===== src/hdl/bfi_pkg.sv =====
// bfi_pkg: shared types and constants of the bitcell to flux interval block
// used by every module under hdl; depends on nothing

package bfi_pkg;

    // field widths
    localparam int CELL_TIME_W = 16;
    localparam int SPEED_W     = 16;
    localparam int IVL_W       = 23;
    localparam int DUR_W       = IVL_W + 1;
    localparam int PROD_W      = CELL_TIME_W + SPEED_W;
    localparam int CFG_IDX_W   = 2;
    localparam int CFG_DATA_W  = 23;

    // largest interval, the running sum saturates here
    localparam logic [IVL_W-1:0] IVL_MAX = {IVL_W{1'b1}};

    // register reset values
    localparam logic [CELL_TIME_W-1:0] CELL_TIME_RST    = 16'd2000;
    localparam logic [IVL_W-1:0]       MAX_INTERVAL_RST = 23'd1000000;

    // parameter defaults
    localparam logic [SPEED_W-1:0] SPEED_UNIT_DEF = 16'd1000;
    localparam logic [SPEED_W-1:0] WEAK_MARK_DEF  = 16'd65534;

    // depth of the queue between front and back
    localparam int QUEUE_DEPTH = 8;

    // configuration register indexes
    localparam logic [CFG_IDX_W-1:0] CFG_CELL_TIME    = 2'd0;
    localparam logic [CFG_IDX_W-1:0] CFG_MAX_INTERVAL = 2'd1;

    // one classified cell on its way to the back end
    typedef struct packed {
        logic [DUR_W-1:0] dur;
        logic             flux_bit;
        logic             index_mark;
    } bfi_item_t;

endpackage


===== src/hdl/bitcell_to_flux_interval.sv =====
// bitcell_to_flux_interval: top level, configuration registers and wiring
// depends on bfi_pkg, bfi_front, bfi_queue, bfi_back
//
//   channel   direction   handshake             payload
//   cell      in          cell_valid/stall      cell_bit, cell_speed, at_index
//   flux      out         flux_valid/stall      interval_ns, index_seen, index_offset_ns
//   cfg       in          cfg_valid/ready       cfg_index, cfg_data
//
// one cell per cycle sustained while credits remain; a cell reaches the back end through the
// multiply and constant-divide pipeline in the front end
// the queue plus pipeline holds eight cells; the front stalls when all credits are out
// reset clears the interval state, the queue and the result valid at once
// cfg is always ready; writes beyond the two registers are dropped

module bitcell_to_flux_interval #(
    parameter logic [15:0] SPEED_UNIT = bfi_pkg::SPEED_UNIT_DEF,
    parameter logic [15:0] WEAK_MARK  = bfi_pkg::WEAK_MARK_DEF
) (
    input  logic                              clk,
    input  logic                              rst_n,
    input  logic                              cell_valid,
    output logic                              cell_stall,
    input  logic                              cell_bit,
    input  logic [bfi_pkg::SPEED_W-1:0]       cell_speed,
    input  logic                              at_index,
    output logic                              flux_valid,
    input  logic                              flux_stall,
    output logic [bfi_pkg::IVL_W-1:0]         interval_ns,
    output logic                              index_seen,
    output logic [bfi_pkg::IVL_W-1:0]         index_offset_ns,
    input  logic                              cfg_valid,
    output logic                              cfg_ready,
    input  logic [bfi_pkg::CFG_IDX_W-1:0]     cfg_index,
    input  logic [bfi_pkg::CFG_DATA_W-1:0]    cfg_data
);
    import bfi_pkg::*;

    logic [CELL_TIME_W-1:0] cell_time_reg;
    logic [IVL_W-1:0]       max_ivl_reg;

    logic      push;
    bfi_item_t push_item;
    logic      pop;
    logic      empty;
    bfi_item_t head;

    // configuration registers
    assign cfg_ready = 1'b1;

    always_ff @(posedge clk or negedge rst_n)
    begin
        if (!rst_n)
        begin
            cell_time_reg <= CELL_TIME_RST;
            max_ivl_reg   <= MAX_INTERVAL_RST;
        end
        else if (cfg_valid && cfg_ready)
        begin
            unique case (cfg_index)
                CFG_CELL_TIME:    cell_time_reg <= cfg_data[CELL_TIME_W-1:0];
                CFG_MAX_INTERVAL: max_ivl_reg   <= cfg_data[IVL_W-1:0];
                default:          ;
            endcase
        end
    end

    bfi_front #(
        .SPEED_UNIT (SPEED_UNIT),
        .WEAK_MARK  (WEAK_MARK)
    ) u_front (
        .clk        (clk),
        .rst_n      (rst_n),
        .cell_valid (cell_valid),
        .cell_stall (cell_stall),
        .cell_bit   (cell_bit),
        .cell_speed (cell_speed),
        .at_index   (at_index),
        .cell_time  (cell_time_reg),
        .pop        (pop),
        .push       (push),
        .push_item  (push_item)
    );

    bfi_queue u_queue (
        .clk       (clk),
        .rst_n     (rst_n),
        .push      (push),
        .push_item (push_item),
        .pop       (pop),
        .empty     (empty),
        .head      (head)
    );

    bfi_back u_back (
        .clk             (clk),
        .rst_n           (rst_n),
        .empty           (empty),
        .head            (head),
        .pop             (pop),
        .max_interval    (max_ivl_reg),
        .flux_valid      (flux_valid),
        .flux_stall      (flux_stall),
        .interval_ns     (interval_ns),
        .index_seen      (index_seen),
        .index_offset_ns (index_offset_ns)
    );

endmodule


===== src/hdl/bfi_front.sv =====
// bfi_front: accepts bitcells, maps weak speed and works out each cell's duration
// depends on bfi_pkg; feeds bfi_queue, holds the credit count for it

module bfi_front #(
    parameter logic [15:0] SPEED_UNIT = bfi_pkg::SPEED_UNIT_DEF,
    parameter logic [15:0] WEAK_MARK  = bfi_pkg::WEAK_MARK_DEF
) (
    input  logic                               clk,
    input  logic                               rst_n,
    input  logic                               cell_valid,
    output logic                               cell_stall,
    input  logic                               cell_bit,
    input  logic [bfi_pkg::SPEED_W-1:0]        cell_speed,
    input  logic                               at_index,
    input  logic [bfi_pkg::CELL_TIME_W-1:0]    cell_time,
    input  logic                               pop,
    output logic                               push,
    output bfi_pkg::bfi_item_t                 push_item
);
    import bfi_pkg::*;

    localparam int CNT_W = $clog2(QUEUE_DEPTH + 1);
    // reciprocal of the speed unit scaled by 2^32; error of the estimate is at most one
    localparam logic [32:0] RECIP = 33'((64'd1 << 32) / 64'(SPEED_UNIT));

    logic [CNT_W-1:0]  cnt_reg, cnt_next;
    logic              accept;
    logic [SPEED_W-1:0] eff_speed;

    // stage valids and markers
    logic [3:0] vld_reg;
    logic [3:0] fbit_reg;
    logic [3:0] fidx_reg;

    logic [PROD_W-1:0] prod1_reg, prod2_reg, prod3_reg, prod4_reg;
    logic [47:0]       plo_reg;
    logic [48:0]       phi_reg;
    logic [31:0]       qest3_reg, qest4_reg;
    logic [47:0]       qd4_reg;

    logic [64:0]       est_sum;
    logic [32:0]       rem;
    logic [31:0]       quot;

    // credit count covers pipeline and queue, so the queue never overflows
    assign cell_stall = (cnt_reg >= CNT_W'(QUEUE_DEPTH));
    assign accept     = cell_valid && !cell_stall;

    always_comb
    begin
        cnt_next = cnt_reg + CNT_W'(accept) - CNT_W'(pop);
    end

    always_ff @(posedge clk or negedge rst_n)
    begin
        if (!rst_n)
        begin
            cnt_reg <= '0;
            vld_reg <= '0;
        end
        else
        begin
            cnt_reg <= cnt_next;
            vld_reg <= {vld_reg[2:0], accept};
        end
    end

    // weak marker counts as nominal speed
    assign eff_speed = (cell_speed == WEAK_MARK) ? SPEED_UNIT : cell_speed;

    // quotient estimate from the registered partial products
    assign est_sum = {17'd0, plo_reg} + {phi_reg, 16'd0};

    // one correction step after the estimate
    assign rem  = 33'(prod4_reg) - qd4_reg[32:0];
    assign quot = qest4_reg + 32'(rem >= 33'(SPEED_UNIT));

    // duration pipeline: multiply, split reciprocal product, estimate, back multiply
    always_ff @(posedge clk)
    begin
        fbit_reg  <= {fbit_reg[2:0], cell_bit};
        fidx_reg  <= {fidx_reg[2:0], at_index};
        prod1_reg <= PROD_W'(cell_time) * PROD_W'(eff_speed);
        prod2_reg <= prod1_reg;
        plo_reg   <= 48'(prod1_reg) * 48'(RECIP[15:0]);
        phi_reg   <= 49'(prod1_reg) * 49'(RECIP[32:16]);
        prod3_reg <= prod2_reg;
        qest3_reg <= est_sum[63:32];
        prod4_reg <= prod3_reg;
        qest4_reg <= qest3_reg;
        qd4_reg   <= 48'(qest3_reg) * 48'(SPEED_UNIT);
    end

    // anything at or above 2^23 saturates the sum anyway
    assign push                 = vld_reg[3];
    assign push_item.dur        = (|quot[31:IVL_W]) ? DUR_W'(1) << IVL_W
                                                    : DUR_W'(quot[IVL_W-1:0]);
    assign push_item.flux_bit   = fbit_reg[3];
    assign push_item.index_mark = fidx_reg[3];

endmodule


===== src/hdl/bfi_queue.sv =====
// bfi_queue: short first-in first-out queue between front and back
// depends on bfi_pkg for the item type and depth

module bfi_queue (
    input  logic                clk,
    input  logic                rst_n,
    input  logic                push,
    input  bfi_pkg::bfi_item_t  push_item,
    input  logic                pop,
    output logic                empty,
    output bfi_pkg::bfi_item_t  head
);
    import bfi_pkg::*;

    localparam int PTR_W = $clog2(QUEUE_DEPTH);
    localparam int CNT_W = $clog2(QUEUE_DEPTH + 1);

    bfi_item_t        mem_reg [QUEUE_DEPTH];
    logic [PTR_W-1:0] wr_ptr_reg, wr_ptr_next;
    logic [PTR_W-1:0] rd_ptr_reg, rd_ptr_next;
    logic [CNT_W-1:0] cnt_reg, cnt_next;

    // pointer and fill bookkeeping
    always_comb
    begin
        wr_ptr_next = wr_ptr_reg + PTR_W'(push);
        rd_ptr_next = rd_ptr_reg + PTR_W'(pop);
        cnt_next    = cnt_reg + CNT_W'(push) - CNT_W'(pop);
    end

    always_ff @(posedge clk or negedge rst_n)
    begin
        if (!rst_n)
        begin
            wr_ptr_reg <= '0;
            rd_ptr_reg <= '0;
            cnt_reg    <= '0;
        end
        else
        begin
            wr_ptr_reg <= wr_ptr_next;
            rd_ptr_reg <= rd_ptr_next;
            cnt_reg    <= cnt_next;
        end
    end

    // storage
    always_ff @(posedge clk)
    begin
        if (push)
        begin
            mem_reg[wr_ptr_reg] <= push_item;
        end
    end

    assign empty = (cnt_reg == '0);
    assign head  = mem_reg[rd_ptr_reg];

endmodule


===== src/hdl/bfi_back.sv =====
// bfi_back: running interval, index offset and flux result register
// depends on bfi_pkg; pulls classified cells from bfi_queue

module bfi_back (
    input  logic                           clk,
    input  logic                           rst_n,
    input  logic                           empty,
    input  bfi_pkg::bfi_item_t             head,
    output logic                           pop,
    input  logic [bfi_pkg::IVL_W-1:0]      max_interval,
    output logic                           flux_valid,
    input  logic                           flux_stall,
    output logic [bfi_pkg::IVL_W-1:0]      interval_ns,
    output logic                           index_seen,
    output logic [bfi_pkg::IVL_W-1:0]      index_offset_ns
);
    import bfi_pkg::*;

    logic [IVL_W-1:0] run_reg, run_next;
    logic             pend_reg, pend_next;
    logic [IVL_W-1:0] ofs_reg, ofs_next;

    logic             out_vld_reg, out_vld_next;
    logic [IVL_W-1:0] out_ivl_reg;
    logic             out_seen_reg;
    logic [IVL_W-1:0] out_ofs_reg;

    logic [DUR_W:0]   sum;
    logic [IVL_W-1:0] sat;
    logic             emit;
    logic             out_free;
    logic             idx_pend;
    logic [IVL_W-1:0] idx_ofs;

    // offset is taken before this cell's own time is added
    assign idx_pend = pend_reg | head.index_mark;
    assign idx_ofs  = head.index_mark ? run_reg : ofs_reg;

    // saturating add of the cell duration
    assign sum  = (DUR_W+1)'(run_reg) + (DUR_W+1)'(head.dur);
    assign sat  = (sum > (DUR_W+1)'(IVL_MAX)) ? IVL_MAX : sum[IVL_W-1:0];
    assign emit = head.flux_bit || (sat >= max_interval);

    // a cell that emits needs the result register free
    assign out_free = !out_vld_reg || !flux_stall;
    assign pop      = !empty && (!emit || out_free);

    always_comb
    begin
        run_next     = run_reg;
        pend_next    = pend_reg;
        ofs_next     = ofs_reg;
        out_vld_next = out_vld_reg && flux_stall;
        if (pop)
        begin
            if (emit)
            begin
                run_next     = '0;
                pend_next    = 1'b0;
                ofs_next     = '0;
                out_vld_next = 1'b1;
            end
            else
            begin
                run_next  = sat;
                pend_next = idx_pend;
                ofs_next  = idx_ofs;
            end
        end
    end

    always_ff @(posedge clk or negedge rst_n)
    begin
        if (!rst_n)
        begin
            run_reg     <= '0;
            pend_reg    <= 1'b0;
            ofs_reg     <= '0;
            out_vld_reg <= 1'b0;
        end
        else
        begin
            run_reg     <= run_next;
            pend_reg    <= pend_next;
            ofs_reg     <= ofs_next;
            out_vld_reg <= out_vld_next;
        end
    end

    // result payload
    always_ff @(posedge clk)
    begin
        if (pop && emit)
        begin
            out_ivl_reg  <= sat;
            out_seen_reg <= idx_pend;
            out_ofs_reg  <= idx_pend ? idx_ofs : '0;
        end
    end

    assign flux_valid      = out_vld_reg;
    assign interval_ns     = out_ivl_reg;
    assign index_seen      = out_seen_reg;
    assign index_offset_ns = out_ofs_reg;

endmodule


===== config.mk =====
export PLATFORM = sky130hd
export DESIGN_NAME = bitcell_to_flux_interval
export DESIGN_NICKNAME = d
export VERILOG_FILES = /design/src/hdl/bfi_pkg.sv /design/src/hdl/bitcell_to_flux_interval.sv /design/src/hdl/bfi_front.sv /design/src/hdl/bfi_queue.sv /design/src/hdl/bfi_back.sv
export SDC_FILE = /design/constraint.sdc
export NUM_CORES = 2
export LEC_CHECK = 0
export ABC_CLOCK_PERIOD_IN_PS = 10100
export BUFFER_PORTS_ARGS = -buffer_cell sky130_fd_sc_hd__buf_2
export CAP_MARGIN = 0
export CELL_PAD_IN_SITES_DETAIL_PLACEMENT = 1
export CELL_PAD_IN_SITES_GLOBAL_PLACEMENT = 1
export CORE_ASPECT_RATIO = 0.5
export CORE_MARGIN = 3
export CORE_UTILIZATION = 54
export CTS_BUF_LIST = sky130_fd_sc_hd__clkbuf_2 sky130_fd_sc_hd__clkbuf_4 sky130_fd_sc_hd__clkbuf_8
export DETAILED_ROUTE_END_ITERATION = 16
export PLACE_DENSITY_LB_ADDON = 0.12
export SYNTH_ARGS = -nofsm -noshare
export SYNTH_HDL_FRONTEND = slang
export SYNTH_SLANG_ARGS = --single-unit

===== constraint.sdc =====
create_clock -name clk -period 10.1 [get_ports clk]
set_clock_uncertainty 0.1 [all_clocks]
set_input_delay 0.505 -clock clk [delete_from_list [all_inputs] [get_ports clk]]
set_output_delay 0.505 -clock clk [all_outputs]
set_load 0.005 [all_outputs]

==> impl_metrics.py <==
metrics = {
    "die": {
        "die_area_um2": 87800,
        "initial_utilization": 0.551,
        "die_w_um": 416,
        "num_rows": 74,
        "io_pins": 98,
        "coreArea_um2": 82500,
        "die_y_um": 211,
    },
    "synthesis": {
        "synth_xor_area_frac": 0.0364,
        "synth_compound_area_frac": 0.0826,
        "netlist_area_um2": 45400,
        "yosysWarnings": 0,
        "synth_cell_types": 82,
        "synth_flop_cell": "dfxtp_1",
        "synth_top_family_by_area": "adder cells",
        "synthMuxAreaShare": 0.0437,
        "synthAdderAreaFrac": 0.345,
        "syn_avg_cell_area_um2": 11.3,
        "syn_inst": 4025,
        "seq_area_frac_synth": 0.346,
        "synth_edf_count": 255,
        "synth_nets": 5057,
        "synth-async-reset-ratio": 0.166,
        "synth_seq_cells": 631,
        "yosys.area_share.simple": 0.0851,
    },
    "sta": {
        "finalCritPeriodShare": 0.874,
        "slew_headroom": 0.153,
        "fmax_ghz": 0.113,
        "hold_viol": 0,
        "worstMarginPinSlew_ps": 1260,
        "rsz0062_at_grt": "false",
        "slew_violations": 0,
        "period_needed_ps": 8830,
        "final-setup-viol-count": 0,
        "setup_tns_ps": 0,
    },
    "global_route": {
        "grt_pass1_wl_mm": 191,
        "grt_usage": 0.279,
        "antenna_found_initial": 2,
        "gr-usage-met2": 0.471,
        "overflow": 0,
        "grt_pass1_vias": 33700,
        "gr-usage-met1": 0.389,
        "busiest_layer": "met2",
        "grt_max_degree": 55,
        "met3_usage": 0.0363,
    },
    "clocking": {
        "clk_pin_slew_ps": 70,
        "cts_tree": "done",
        "cts_setup_buffers": 0,
        "cts_hold_buf": 28,
        "cts_resized": 0,
        "htreeDepth": 3,
        "root_buffer": "clkbuf_8",
        "clkLatencyLatePin_ps": 750,
        "clock_path_buffers": 3,
        "cts_buffers": 90,
        "cts_num_sinks": 631,
    },
    "layout": {
        "final_cell_count_no_fill": 5368,
        "final_area_um2": 49600,
        "final_cell_mix": "634 x inv_1, 535 x ha_1, 449 x fa_1, 317 x nand2_1, 271 x dfxtp_1",
        "layout_commonest_cell": "inv_1",
        "n_fill_cell": 8645,
        "layout.nets": 5221,
        "fin_util": 0.601,
        "synthToLayoutAreaGrowth_pct": 9.13,
        "layout-drive-gt1-share": 0.108,
        "largest_reg_flops": 208,
    },
    "critical_path": {
        "critPathLaunch": "u_queue.rd_ptr_reg[0]",
        "reg2reg_depth": 31,
        "slowest_delay_ps": 980,
        "endpoint": "u_front.cnt_reg[3]",
        "crit_top_cell": "ha_1",
        "crit_slowest_cell": "dfrtp_4",
        "setup.worst_path.class": "reg2reg",
        "worstSetupEndpointType": "flop",
        "r2r_start": "u_queue.rd_ptr_reg[0]",
        "path_max_fanout": 44,
        "ff2ff_setup_slack_ps": 1270,
        "reg2reg_to": "u_front.cnt_reg[3]",
        "critPathLaunchType": "flop",
        "required_ps": 10660,
        "cp.arrival_ps": 9380,
    },
    "hold_path": {
        "hold_class": "in2reg",
    },
    "detailed_routing": {
        "wl_per_cell_um": 22.2,
        "dr.pass1.iters": 5,
        "drt_iter0_drc": 1998,
        "num_vias": 30500,
        "postRouteAntennaNets": 0,
        "drt-total-wl_mm": 119,
        "drcViolationCount": 0,
        "viasPerCell": 5.68,
    },
    "outcome": {
        "outcome": "complete, no violations",
    },
    "placed_design": {
        "dpl_cell_area_um2": 47300,
        "dpl.hpwl_mm": 90.4,
        "dp_cells": 5171,
        "place_congestion": 0.908,
        "port_buffers": 96,
    },
    "job": {
        "drv_cap": 0,
    },
}
## worst min path at each step
stage / to / slack, ps / depth (start not counted) / startpoint
floorplan: cell_time_reg[0] / 110 / 0 / rst_n
global placement: u_front.prod3_reg[29] / 210 / 0 / u_front.prod2_reg[29]
detailed placement: u_front.prod4_reg[31] / 210 / 0 / u_front.prod3_reg[31]
CTS: u_front.prod1_reg[0] / 40 / 2 / cell_speed[0]
global route: u_front.prod1_reg[0] / 120 / 2 / cell_speed[0]
finish: u_front.prod1_reg[0] / 130 / 2 / cell_speed[0]
## cell type report
cell class                      count  area, µm²  share of cell area
Timing Repair Buffer              163       1060              0.0213
Tap cell                         1102       1380              0.0278
Antenna cell                        3       7.51            0.000151
Multi-Input combinational cell   2668      27000               0.544
Clock inverter                     43        419             0.00846
Clock buffer                      123       1610              0.0324
Sequential cell                   631      15700               0.317
Inverter                          635       2380              0.0481
## through the flow
step	hold slack (ps)	worst slack [ps]
2_1_floorplan	109	1950
6_report	129	1270
3_3_place_gp	210	1880
4_1_cts	39.6	1360
5_1_grt	118	740
3_5_place_dp	213	1470
## synthesized netlist by cell type (all sizes together) (68+ instances only)
library cell / instances / area share
nor2: 123 / 0.010
mux2: 68 / 0.017
a21oi: 164 / 0.018
o21ai: 98 / 0.011
inv: 635 / 0.052
dfrtp: 92 / 0.051
clkbuf: 73 / 0.0060
xnor2: 124 / 0.024
and2: 114 / 0.016
ha: 535 / 0.15
dfxtp: 271 / 0.12
nand2: 317 / 0.026
edfxtp: 255 / 0.17
a21o: 90 / 0.015
fa: 449 / 0.20
## cells by family (layout without fill, tap and decap cells)
family	after synthesis	after routing
and+or+nand+nor	798	798
DFF	631	631
AOI/OAI and AO/OA	571	571
other	1	4
buffers and inverters	726	964
adders and majority gates	984	984
muxes	125	125
xor gates and xnor gates	189	189
## metal layers
layer,vias up,routed length (µm)
li1,13900,-
met1,15800,54100
met2,667,57700
met3,161,5240
met4,0,2230
met5,-,0
## critical path: cells and delay by family, from the launching register on
family / cells / cell delay, ps
and+or+nand+nor: 5 / 1440
DFF: 1 / 980
adders and majority gates: 4 / 1070
muxes: 3 / 1380
AOI/OAI and AO/OA: 13 / 2370
xor gates and xnor gates: 1 / 150
buffers and inverters: 5 / 1150
Power is left out: the tool's default activity adds up to more than one toggle a clock period on the data nets, which glitch-free logic cannot reach.
